**config.mk**
```make
export PLATFORM = sky130hd
export DESIGN_NAME = timer_slot_pool
export DESIGN_NICKNAME = d
export VERILOG_FILES = /design/src/rtl/tsp_pkg.sv /design/src/rtl/tsp_div.sv /design/src/rtl/timer_slot_pool.sv
export SDC_FILE = /design/constraint.sdc
export NUM_CORES = 2
export LEC_CHECK = 0
export ABC_AREA = 1
export BUFFER_PORTS_ARGS = -buffer_cell sky130_fd_sc_hd__buf_2
export CAP_MARGIN = 20
export CORE_UTILIZATION = 55
export CTS_CLUSTER_DIAMETER = 100
export DETAILED_ROUTE_END_ITERATION = 10
export PLACE_DENSITY_LB_ADDON = 0.2
export RECOVER_POWER = 25
export SETUP_SLACK_MARGIN = 0.2
export SYNTH_ARGS = -nofsm -noshare
export SYNTH_HDL_FRONTEND = slang
export SYNTH_SLANG_ARGS = --single-unit
```
**constraint.sdc**
```tcl
create_clock -name clk -period 11.5 [get_ports clk]
set_clock_uncertainty 0.1 [all_clocks]
set_input_delay 2.3 -clock clk [delete_from_list [all_inputs] [get_ports clk]]
set_output_delay 2.3 -clock clk [all_outputs]
set_load 0.01 [all_outputs]
```
**src/rtl/tsp_pkg.sv**
```systemverilog
// Shared types and codes for the timer slot pool.
package tsp_pkg;

    // Command codes carried by an input request
    typedef enum logic [2:0] {
        CMD_ARM_PERIODIC = 3'd0,
        CMD_ARM_ONE_SHOT = 3'd1,
        CMD_TICK         = 3'd2,
        CMD_RESTART      = 3'd3,
        CMD_STOP         = 3'd4,
        CMD_SET_PERIOD   = 3'd5,
        CMD_READ_PERIOD  = 3'd6
    } cmd_t;

    // Sequencer states of the top level
    typedef enum logic [1:0] {
        ST_IDLE,
        ST_EXEC,
        ST_DIV
    } state_t;

    // Status of the divider unit
    typedef struct packed {
        logic busy;
        logic done;
    } div_stat_t;

    // Width of the period read-back field
    localparam int MS_OUT_W = 29;

    // Width of the handle slot field
    localparam int HSLOT_W = 3;

    // Status codes of a result
    localparam logic STATUS_DONE    = 1'b0;
    localparam logic STATUS_IGNORED = 1'b1;

endpackage

```
**src/rtl/tsp_div.sv**
```systemverilog
// Divider by a constant: reciprocal multiply, sixteen multiplier bits per cycle.
module tsp_div #(
    parameter int N       = 32,
    parameter int DIVISOR = 10
) (
    input  logic                  clk,
    input  logic                  rst_n,
    input  logic                  start,
    input  logic [N-1:0]          dividend,
    output tsp_pkg::div_stat_t    stat,
    output logic [N-1:0]          quotient
);

    // q = floor(n * M / 2^(N+L)) with M = floor(2^(N+L) / DIVISOR) + 1 is exact
    // for every N-bit n when L = ceil(log2(DIVISOR))
    localparam int L     = $clog2(DIVISOR);
    localparam int RCW   = N + L + 2;
    localparam int CHUNK = 16;
    localparam int NCH   = (N + 2 + CHUNK - 1) / CHUNK;
    localparam int MP_W  = NCH * CHUNK;
    localparam int ACC_W = N + MP_W;
    localparam int CW    = $clog2(NCH + 1);

    localparam logic [RCW-1:0]  POW     = RCW'(1) << (N + L);
    localparam logic [RCW-1:0]  RECIP   = (POW / RCW'(DIVISOR)) + RCW'(1);
    localparam logic [MP_W-1:0] RECIP_P = MP_W'(RECIP);

    logic [N-1:0]       num_reg;
    logic [MP_W-1:0]    recip_reg;
    logic [ACC_W-1:0]   acc_reg;
    logic [CW-1:0]      cnt_reg;
    logic               busy_reg;
    logic               done_reg;

    logic [CHUNK-1:0]   chunk;
    logic [N+CHUNK-1:0] partial;
    logic [ACC_W-1:0]   acc_next;
    logic [ACC_W-1:0]   acc_shift;

    // Multiply by the next reciprocal chunk, most significant first, and fold in
    always_comb
    begin
        chunk     = recip_reg[MP_W-1 -: CHUNK];
        partial   = (N + CHUNK)'(num_reg) * (N + CHUNK)'(chunk);
        acc_next  = (acc_reg << CHUNK) + ACC_W'(partial);
        acc_shift = acc_reg >> (N + L);
    end

    // Hold the control state of the iteration
    always_ff @(posedge clk or negedge rst_n)
    begin
        if (!rst_n)
        begin
            cnt_reg  <= '0;
            busy_reg <= 1'b0;
            done_reg <= 1'b0;
        end
        else if (start)
        begin
            cnt_reg  <= CW'(NCH);
            busy_reg <= 1'b1;
            done_reg <= 1'b0;
        end
        else if (busy_reg)
        begin
            cnt_reg <= cnt_reg - CW'(1);
            if (cnt_reg == CW'(1))
            begin
                busy_reg <= 1'b0;
                done_reg <= 1'b1;
            end
        end
    end

    // Advance the reciprocal chunks and the running product
    always_ff @(posedge clk)
    begin
        if (start)
        begin
            num_reg   <= dividend;
            recip_reg <= RECIP_P;
            acc_reg   <= '0;
        end
        else if (busy_reg)
        begin
            recip_reg <= recip_reg << CHUNK;
            acc_reg   <= acc_next;
        end
    end

    assign stat.busy = busy_reg;
    assign stat.done = done_reg;
    assign quotient  = acc_shift[N-1:0];

endmodule

```
**src/rtl/timer_slot_pool.sv**
```systemverilog
// Timer slot pool: eight (NUM_TIMERS) count-down timers driven by commands.
//
// Input channel: in_valid / in_stall carry one command request (cmd, handle,
// period_value, period_in_ms). Output channel: out_valid / out_stall carry
// exactly one result request per command (status, handle after the command,
// expired flag, period read-back in milliseconds).
//
// Sequencing: a command is taken in the idle state and executed in the execute
// state; its result is loaded once the output register is free, and no new
// command is taken before that. Read period multiplies the stored period by a
// reciprocal of TICKS_IN_MS, sixteen multiplier bits per cycle, in the divide
// state. Counters and periods sit in one synchronous memory with a registered
// read; it is read as a command is taken and written as it executes.
//
// Reset: every slot is free and stopped with a zero period. Per-entry valid
// flops make memory entries read as zero until first written, so no clearing
// pass is needed and commands are taken right after reset.
//
// Stall: a finished result waits in the output register while out_stall is
// high; the next command is still taken and runs up to its own result.
module timer_slot_pool #(
    parameter int NUM_TIMERS  = 8,
    parameter int TICKS_IN_MS = 10,
    parameter int COUNT_WIDTH = 32
) (
    input  logic        clk,
    input  logic        rst_n,
    input  logic        in_valid,
    output logic        in_stall,
    input  logic [2:0]  cmd,
    input  logic [2:0]  handle_slot,
    input  logic        handle_allocated,
    input  logic [31:0] period_value,
    input  logic        period_in_ms,
    output logic        out_valid,
    input  logic        out_stall,
    output logic        status,
    output logic [2:0]  slot_out,
    output logic        allocated_out,
    output logic        expired,
    output logic [28:0] period_ms_out
);

    localparam int SW     = (NUM_TIMERS > 1) ? $clog2(NUM_TIMERS) : 1;
    localparam int TW     = $clog2(TICKS_IN_MS + 1);
    localparam int MUL_W  = 32 + TW;
    localparam int WIDE_W = (COUNT_WIDTH > MUL_W) ? COUNT_WIDTH : MUL_W;
    localparam int QW_W   = (COUNT_WIDTH > tsp_pkg::MS_OUT_W) ? COUNT_WIDTH
                                                              : tsp_pkg::MS_OUT_W;
    localparam int ROW_W  = 2 * COUNT_WIDTH;

    // Per-slot flags
    logic [NUM_TIMERS-1:0] slot_used_reg, slot_used_next;
    logic [NUM_TIMERS-1:0] running_reg, running_next;
    logic [NUM_TIMERS-1:0] single_reg, single_next;
    logic [NUM_TIMERS-1:0] ent_valid_reg, ent_valid_next;

    // Counter / period memory, row = {reload, count}
    logic [ROW_W-1:0] mem [NUM_TIMERS];
    logic [ROW_W-1:0] rd_data_reg;
    logic             mem_wr_en;
    logic [ROW_W-1:0] mem_wdata;

    tsp_pkg::state_t state_reg, state_next;

    // Command held for execution
    tsp_pkg::cmd_t          cmd_reg;
    logic [SW-1:0]          slot_reg;
    logic                   ign_reg;
    logic                   hit_reg;
    logic [COUNT_WIDTH-1:0] scaled_reg;
    logic [2:0]             res_slot_reg;
    logic                   res_alloc_reg;

    // Output register
    logic                           out_valid_reg, out_valid_next;
    logic                           status_reg;
    logic [2:0]                     slot_out_reg;
    logic                           alloc_out_reg;
    logic                           expired_reg;
    logic [tsp_pkg::MS_OUT_W-1:0]   ms_out_reg;
    logic                           out_load;
    logic                           ld_status;
    logic                           ld_expired;
    logic [tsp_pkg::MS_OUT_W-1:0]   ld_ms;

    // Accept-stage decode
    logic                   accept;
    logic                   out_free;
    tsp_pkg::cmd_t          cmd_in;
    logic [5:0]             hslot_w;
    logic [SW-1:0]          hslot_idx;
    logic                   valid_h;
    logic                   is_arm;
    logic                   pzero;
    logic                   free_found;
    logic [SW-1:0]          free_idx;
    logic [5:0]             free_w;
    logic                   claim;
    logic                   ign_in;
    logic [SW-1:0]          target;
    logic [2:0]             res_slot_in;
    logic                   res_alloc_in;
    logic [WIDE_W-1:0]      pval_wide;
    logic [WIDE_W-1:0]      prod_wide;
    logic [COUNT_WIDTH-1:0] scaled_in;

    // Execute-stage values
    logic [COUNT_WIDTH-1:0] row_reload;
    logic [COUNT_WIDTH-1:0] row_count;
    logic [COUNT_WIDTH-1:0] count_dec;
    logic [COUNT_WIDTH-1:0] div_quo;
    logic [QW_W-1:0]        quo_wide;
    logic                   div_start;
    tsp_pkg::div_stat_t     div_stat;

    assign accept   = in_valid && !in_stall;
    assign in_stall = (state_reg != tsp_pkg::ST_IDLE);
    assign out_free = !out_valid_reg || !out_stall;

    // Decode the handle and look for the lowest free slot
    always_comb
    begin
        cmd_in     = tsp_pkg::cmd_t'(cmd);
        hslot_w    = 6'(handle_slot);
        hslot_idx  = hslot_w[SW-1:0];
        valid_h    = handle_allocated && (7'(handle_slot) < 7'(NUM_TIMERS));
        is_arm     = (cmd_in == tsp_pkg::CMD_ARM_PERIODIC) ||
                     (cmd_in == tsp_pkg::CMD_ARM_ONE_SHOT);
        pzero      = (period_value == 32'd0);
        free_found = 1'b0;
        free_idx   = '0;
        for (int i = NUM_TIMERS - 1; i >= 0; i--)
        begin
            if (!slot_used_reg[i])
            begin
                free_found = 1'b1;
                free_idx   = SW'(i);
            end
        end
        free_w       = 6'(free_idx);
        claim        = 1'b0;
        target       = valid_h ? hslot_idx : '0;
        res_slot_in  = handle_slot;
        res_alloc_in = handle_allocated;
        if (is_arm)
        begin
            if (pzero)
            begin
                ign_in = 1'b1;
            end
            else if (valid_h)
            begin
                ign_in = 1'b0;
            end
            else if (free_found)
            begin
                ign_in       = 1'b0;
                claim        = 1'b1;
                target       = free_idx;
                res_slot_in  = free_w[2:0];
                res_alloc_in = 1'b1;
            end
            else
            begin
                ign_in = 1'b1;
            end
        end
        else
        begin
            unique case (cmd_in)
                tsp_pkg::CMD_TICK,
                tsp_pkg::CMD_RESTART,
                tsp_pkg::CMD_STOP,
                tsp_pkg::CMD_READ_PERIOD: ign_in = !valid_h;
                tsp_pkg::CMD_SET_PERIOD:  ign_in = !valid_h || pzero;
                default:                  ign_in = 1'b1;
            endcase
        end
    end

    // Scale a millisecond period into ticks, wrapped to the counter width
    always_comb
    begin
        pval_wide = WIDE_W'(period_value);
        prod_wide = pval_wide * WIDE_W'(TICKS_IN_MS);
        scaled_in = period_in_ms ? prod_wide[COUNT_WIDTH-1:0]
                                 : pval_wide[COUNT_WIDTH-1:0];
    end

    // Hold the accepted command for execution
    always_ff @(posedge clk)
    begin
        if (accept)
        begin
            cmd_reg       <= cmd_in;
            slot_reg      <= target;
            ign_reg       <= ign_in;
            hit_reg       <= ent_valid_reg[target];
            scaled_reg    <= scaled_in;
            res_slot_reg  <= res_slot_in;
            res_alloc_reg <= res_alloc_in;
        end
    end

    // Read and write the counter memory
    always_ff @(posedge clk)
    begin
        if (accept)
        begin
            rd_data_reg <= mem[target];
        end
        if (mem_wr_en)
        begin
            mem[slot_reg] <= mem_wdata;
        end
    end

    // Entries never written read as zero
    always_comb
    begin
        row_reload = hit_reg ? rd_data_reg[ROW_W-1:COUNT_WIDTH] : '0;
        row_count  = hit_reg ? rd_data_reg[COUNT_WIDTH-1:0] : '0;
        count_dec  = (row_count != '0) ? (row_count - COUNT_WIDTH'(1)) : '0;
        quo_wide   = QW_W'(div_quo);
    end

    // Sequence the command: execute, divide, hand over the result
    always_comb
    begin
        state_next     = state_reg;
        slot_used_next = slot_used_reg;
        running_next   = running_reg;
        single_next    = single_reg;
        ent_valid_next = ent_valid_reg;
        mem_wr_en      = 1'b0;
        mem_wdata      = {row_reload, row_count};
        div_start      = 1'b0;
        out_load       = 1'b0;
        ld_status      = tsp_pkg::STATUS_DONE;
        ld_expired     = 1'b0;
        ld_ms          = '0;
        unique case (state_reg)
            tsp_pkg::ST_IDLE:
            begin
                if (accept)
                begin
                    if (claim)
                    begin
                        slot_used_next[target] = 1'b1;
                    end
                    state_next = tsp_pkg::ST_EXEC;
                end
            end
            tsp_pkg::ST_EXEC:
            begin
                if (ign_reg)
                begin
                    if (out_free)
                    begin
                        out_load   = 1'b1;
                        ld_status  = tsp_pkg::STATUS_IGNORED;
                        state_next = tsp_pkg::ST_IDLE;
                    end
                end
                else if (cmd_reg == tsp_pkg::CMD_READ_PERIOD)
                begin
                    div_start  = 1'b1;
                    state_next = tsp_pkg::ST_DIV;
                end
                else if (out_free)
                begin
                    out_load   = 1'b1;
                    state_next = tsp_pkg::ST_IDLE;
                    unique case (cmd_reg)
                        tsp_pkg::CMD_ARM_PERIODIC,
                        tsp_pkg::CMD_ARM_ONE_SHOT:
                        begin
                            mem_wr_en              = 1'b1;
                            mem_wdata              = {scaled_reg, scaled_reg};
                            ent_valid_next[slot_reg] = 1'b1;
                            running_next[slot_reg] = 1'b1;
                            single_next[slot_reg]  =
                                (cmd_reg == tsp_pkg::CMD_ARM_ONE_SHOT);
                        end
                        tsp_pkg::CMD_TICK:
                        begin
                            if (running_reg[slot_reg])
                            begin
                                mem_wr_en = 1'b1;
                                ent_valid_next[slot_reg] = 1'b1;
                                mem_wdata = {row_reload, count_dec};
                                if (count_dec == '0)
                                begin
                                    ld_expired = 1'b1;
                                    if (single_reg[slot_reg])
                                    begin
                                        running_next[slot_reg] = 1'b0;
                                    end
                                    else
                                    begin
                                        mem_wdata = {row_reload, row_reload};
                                    end
                                end
                            end
                        end
                        tsp_pkg::CMD_RESTART:
                        begin
                            mem_wr_en              = 1'b1;
                            mem_wdata              = {row_reload, row_reload};
                            ent_valid_next[slot_reg] = 1'b1;
                            running_next[slot_reg] = 1'b1;
                        end
                        tsp_pkg::CMD_STOP:
                        begin
                            running_next[slot_reg] = 1'b0;
                        end
                        tsp_pkg::CMD_SET_PERIOD:
                        begin
                            mem_wr_en              = 1'b1;
                            mem_wdata              = {scaled_reg, scaled_reg};
                            ent_valid_next[slot_reg] = 1'b1;
                        end
                        default:
                        begin
                            ld_status = tsp_pkg::STATUS_IGNORED;
                        end
                    endcase
                end
            end
            tsp_pkg::ST_DIV:
            begin
                if (div_stat.done && out_free)
                begin
                    out_load   = 1'b1;
                    ld_ms      = quo_wide[tsp_pkg::MS_OUT_W-1:0];
                    state_next = tsp_pkg::ST_IDLE;
                end
            end
            default:
            begin
                state_next = tsp_pkg::ST_IDLE;
            end
        endcase
        if (out_load)
        begin
            out_valid_next = 1'b1;
        end
        else if (out_valid_reg && !out_stall)
        begin
            out_valid_next = 1'b0;
        end
        else
        begin
            out_valid_next = out_valid_reg;
        end
    end

    // Hold the control state
    always_ff @(posedge clk or negedge rst_n)
    begin
        if (!rst_n)
        begin
            state_reg     <= tsp_pkg::ST_IDLE;
            slot_used_reg <= '0;
            running_reg   <= '0;
            single_reg    <= '0;
            ent_valid_reg <= '0;
            out_valid_reg <= 1'b0;
        end
        else
        begin
            state_reg     <= state_next;
            slot_used_reg <= slot_used_next;
            running_reg   <= running_next;
            single_reg    <= single_next;
            ent_valid_reg <= ent_valid_next;
            out_valid_reg <= out_valid_next;
        end
    end

    // Load the result register
    always_ff @(posedge clk)
    begin
        if (out_load)
        begin
            status_reg    <= ld_status;
            slot_out_reg  <= res_slot_reg;
            alloc_out_reg <= res_alloc_reg;
            expired_reg   <= ld_expired;
            ms_out_reg    <= ld_ms;
        end
    end

    // Divide the stored period by the ticks per millisecond
    tsp_div #(
        .N       (COUNT_WIDTH),
        .DIVISOR (TICKS_IN_MS)
    ) u_div (
        .clk      (clk),
        .rst_n    (rst_n),
        .start    (div_start),
        .dividend (row_reload),
        .stat     (div_stat),
        .quotient (div_quo)
    );

    assign out_valid     = out_valid_reg;
    assign status        = status_reg;
    assign slot_out      = slot_out_reg;
    assign allocated_out = alloc_out_reg;
    assign expired       = expired_reg;
    assign period_ms_out = ms_out_reg;

`ifndef SYNTHESIS
    // A taken command always moves on to execution
    a_accept_exec: assert property (@(posedge clk) disable iff (!rst_n)
        accept |=> (state_reg == tsp_pkg::ST_EXEC))
        else $error("accepted command did not enter execution");

    // A result only appears out of execution or division
    a_result_source: assert property (@(posedge clk) disable iff (!rst_n)
        $rose(out_valid_reg) |-> ($past(state_reg) != tsp_pkg::ST_IDLE))
        else $error("result produced with no command in flight");

    // Slots are claimed and never given back
    a_slot_kept: assert property (@(posedge clk) disable iff (!rst_n)
        (($past(slot_used_reg) & ~slot_used_reg) == '0))
        else $error("a claimed slot was freed");

    // While waiting on the divider it is either running or finished
    a_div_live: assert property (@(posedge clk) disable iff (!rst_n)
        (state_reg == tsp_pkg::ST_DIV) |-> (div_stat.busy || div_stat.done))
        else $error("waiting on an idle divider");
`endif

endmodule

```
==> metrics <==
status=finished, violations left; failing checks=capacitance limit, slew limit; final WL=141000 µm; Chip Width=302 µm; top area cells in the synthesized netlist=edfxtp_1, fa_1, inv_1; share of layout cells above drive strength 1=0.0481; grt ovf=0; Reg power frac=0.242; cts-stage hold buffer count=0; Synthesized Nets=5933; crit-path most repeated cell=nand2_1; Hold WS=317 ps; Fillers=7607; Int Pwr=8.28 mW; Hold Path Depth=0; Setup Fix Bufs, Post-CTS=0; crit-path cells=clkbuf_1 -> clkbuf_1 -> nand2_1 -> nand2_1 -> nor2_1 -> nand2_1 -> nor2_1 -> nand2_1 -> nand2_1 -> nand3_1 -> nand2_1 -> nor2_1 -> nand2_1 -> nor2_1 -> clkbuf_1 -> nand3_1 -> nand2_1 -> nand3_1 -> nand2_1 -> nand2_1; largest net degree at the start of global routing=95; Critical Path Start=hit_reg; Initial Util=0.558; cells after synthesis=5428; setup violators final=0; post_cts resized=0; Hold EP=slot_out[2]; Reg2Reg Launch Point=hit_reg; Post-layout nets=5942; clock-pin slew on the worst setup and hold paths=60 ps; Vias/cell=5.70; Slew headroom=-1.96; switching share of power=0.489; gpl congestion=0.992; area grow syn2layout=8.35%; clk root buf=clkbuf_16; FF-to-FF path depth=20; Iteration-0 DRC Markers=3538; pwr dens=302 nW/µm²; clock latency on the worst-skew pair=660 ps; crit end category=flop; worst-path maximum fanout=41; Combinational Power Share=0.591; I/O pins=81; max reg flops=512; initial antenna violation count=2; CTS max path bufs=3; vias post-DR=38010; first-pass GRT wire length=216000 µm; antenna fix cells=0; sequential-to-total area share from yosys stat=0.464; synth unique cells=52; Hold WC Path Type=flop to flop; Sinks on Clock Net=796; Post-Syn Area=49600 µm²; CTS tree=built; crit share post-route=0.678; Worst Slack Setup Final=3700 ps; die height=302 µm; Final Max Tran Viols=380; Site Rows=109; Pre-antenna DRT Iters=7; CP Launch Type=flop; Max Cap Viol=9; Core Footprint=88800 µm²; RSZ-0062 raised after global routing=false; CTS Buf Count=84; total power=16.2 mW; post-DP HPWL=97800 µm; Setup Total Neg Slack=0 ps; WL/cell=21.1 µm; Max Fclk=128 MHz; IO buf count=80; Slowest cell on crit path=clkbuf_1; switching power=7.93 mW; critical path class=flop to flop; top cell type's share of synthesized area=0.416; Syn Area/Cell=9.13 µm²; Worst-Margin Slew=4440 ps; worst path bufs/invs=3; Crit path max-delay family=buffers and inverters; Leak=24.5 nW; Max IR drop VDD=341 µV; post-layout minimum cycle time=7800 ps; synthesized flop and latch total=796; Final Hold Violating Endpoints=0; gr usage total=0.311; # DRC=0; Max stage delay on crit path=1890 ps; Worst Path Arrival=8250 ps; DP Worst Slack=4840 ps; hold path start=res_slot_reg[2]; H-tree level count=3; Worst Path Required=11950 ps; DRT antenna net count=0; die area=91400 µm²; Clk pwr share=0.167; R2R setup slack=3700 ps; warnings from Yosys=0; Synth area leader=edfxtp_1; vias in the first global route=37023
-- layout by cell type (no fill, tap or decap), drive strengths merged, types with 2 or more instances in the layout --
cell type / count
bufinv: 7
o2bb2ai: 3
ha: 252
o21bai: 14
a21oi: 182
a31oi: 20
fa: 209
nand4: 114
o221ai: 2
xnor2: 23
edfxtp: 687
o31ai: 2
nor4: 15
dfxtp: 70
or2: 12
a22o: 2
nand2: 1039
nor3: 50
clkbuf: 163
o22ai: 4
a21boi: 5
clkinv: 34
nand3: 442
nor2: 348
nand3b: 263
o211ai: 22
a21o: 13
xor2: 57
a221oi: 4
buf: 74
o21a: 8
clkinvlp: 4
inv: 1037
dfrtp: 39
o21ai: 276
-- worst reg2reg max path, stage by stage, from the launching register on --
cell and delay, ps:
edfxtp_1 330, clkbuf_1 1150, clkbuf_1 1890, nand2_1 680, nand2_1 280, nor2_1 110, nand2_1 120, nor2_1 70
nand2_1 60, nand2_1 50, nand3_1 150, nand2_1 80, nor2_1 100, nand2_1 50, nor2_1 200, clkbuf_1 1080
nand3_1 370, nand2_1 490, nand3_1 170, nand2_1 100, nand2_1 50
-- synth_stat cells, drive strengths merged --
master / n
o211ai: 22
and2: 1
xnor2: 23
o21ai: 276
o22ai: 4
o21a: 8
nand4: 114
nor2: 348
a31o: 1
a21boi: 5
nor3: 50
a221o: 1
o21bai: 14
or2: 12
nor3b: 1
and3: 1
a22o: 2
fa: 209
a31oi: 20
a22oi: 1
o221ai: 2
edfxtp: 687
maj3: 1
buf: 62
nand3b: 263
a211oi: 1
nor4: 15
inv: 1033
o2bb2ai: 3
a21o: 13
nand2: 1039
dfxtp: 70
a21oi: 182
ha: 252
xor2: 57
a221oi: 4
clkinv: 3
clkbuf: 145
nand3: 442
dfrtp: 39
o31ai: 2
-- power by group through the flow --
stage	combinational [mW]	sequential [mW]	clock, mW
finish	9.59	3.92	2.70
global route	10.6	3.95	2.85
CTS	9.49	3.90	2.73
detailed placement	9.39	3.96	0
global placement	9.38	3.96	0
floorplan	6.31	3.90	0
-- per-layer routing --
layer | vias to the layer above | GRT usage | routed length [µm]
met5 | - | 0 | 28
met4 | 4 | 0.142 | 6650
met3 | 356 | 0.0437 | 10300
met2 | 1545 | 0.523 | 67700
met1 | 18262 | 0.401 | 55900
li1 | 17843 | - | -
-- how the worst max path moves through the flow --
stage | end | slack, ps | cells after the start
6_report | flop | 3700 | 20
5_1_grt | flop | 3200 | 20
4_1_cts | u_div.acc_reg[60] | 4850 | 28
3_5_place_dp | mem[6][43] | 4840 | 12
3_3_place_gp | mem[0][15] | 4890 | 14
2_1_floorplan | mem[0][0] | 4600 | 10
-- stage by stage --
stage                     instances  cell area, µm²   util
final                          6669           53700  0.605
after floorplan                5428           49600      -
after detailed placement       6511           51000  0.575
after CTS                      6664           53800  0.606
after global placement         6511           51000  0.575
after global routing           6669           53700  0.605
-- final cells by class --
type	instances	area, µm²	area share
flip-flops and latches	796	23000	0.428
multi-input cells	3389	21900	0.408
inverters	1036	3890	0.0724
clock buffers	107	2290	0.0427
well taps	1165	1460	0.0271
repair buffers	130	726	0.0135
clock inverters	46	440	0.00820
-- kinds of logic after synthesis --
family,share of synthesized area
compound gates,0.0616
buf+inv,0.0964
xor+xnor,0.0141
flops,0.464
simple gates,0.216
fa+ha+maj,0.148
Power figures use the tool's default switching activity.
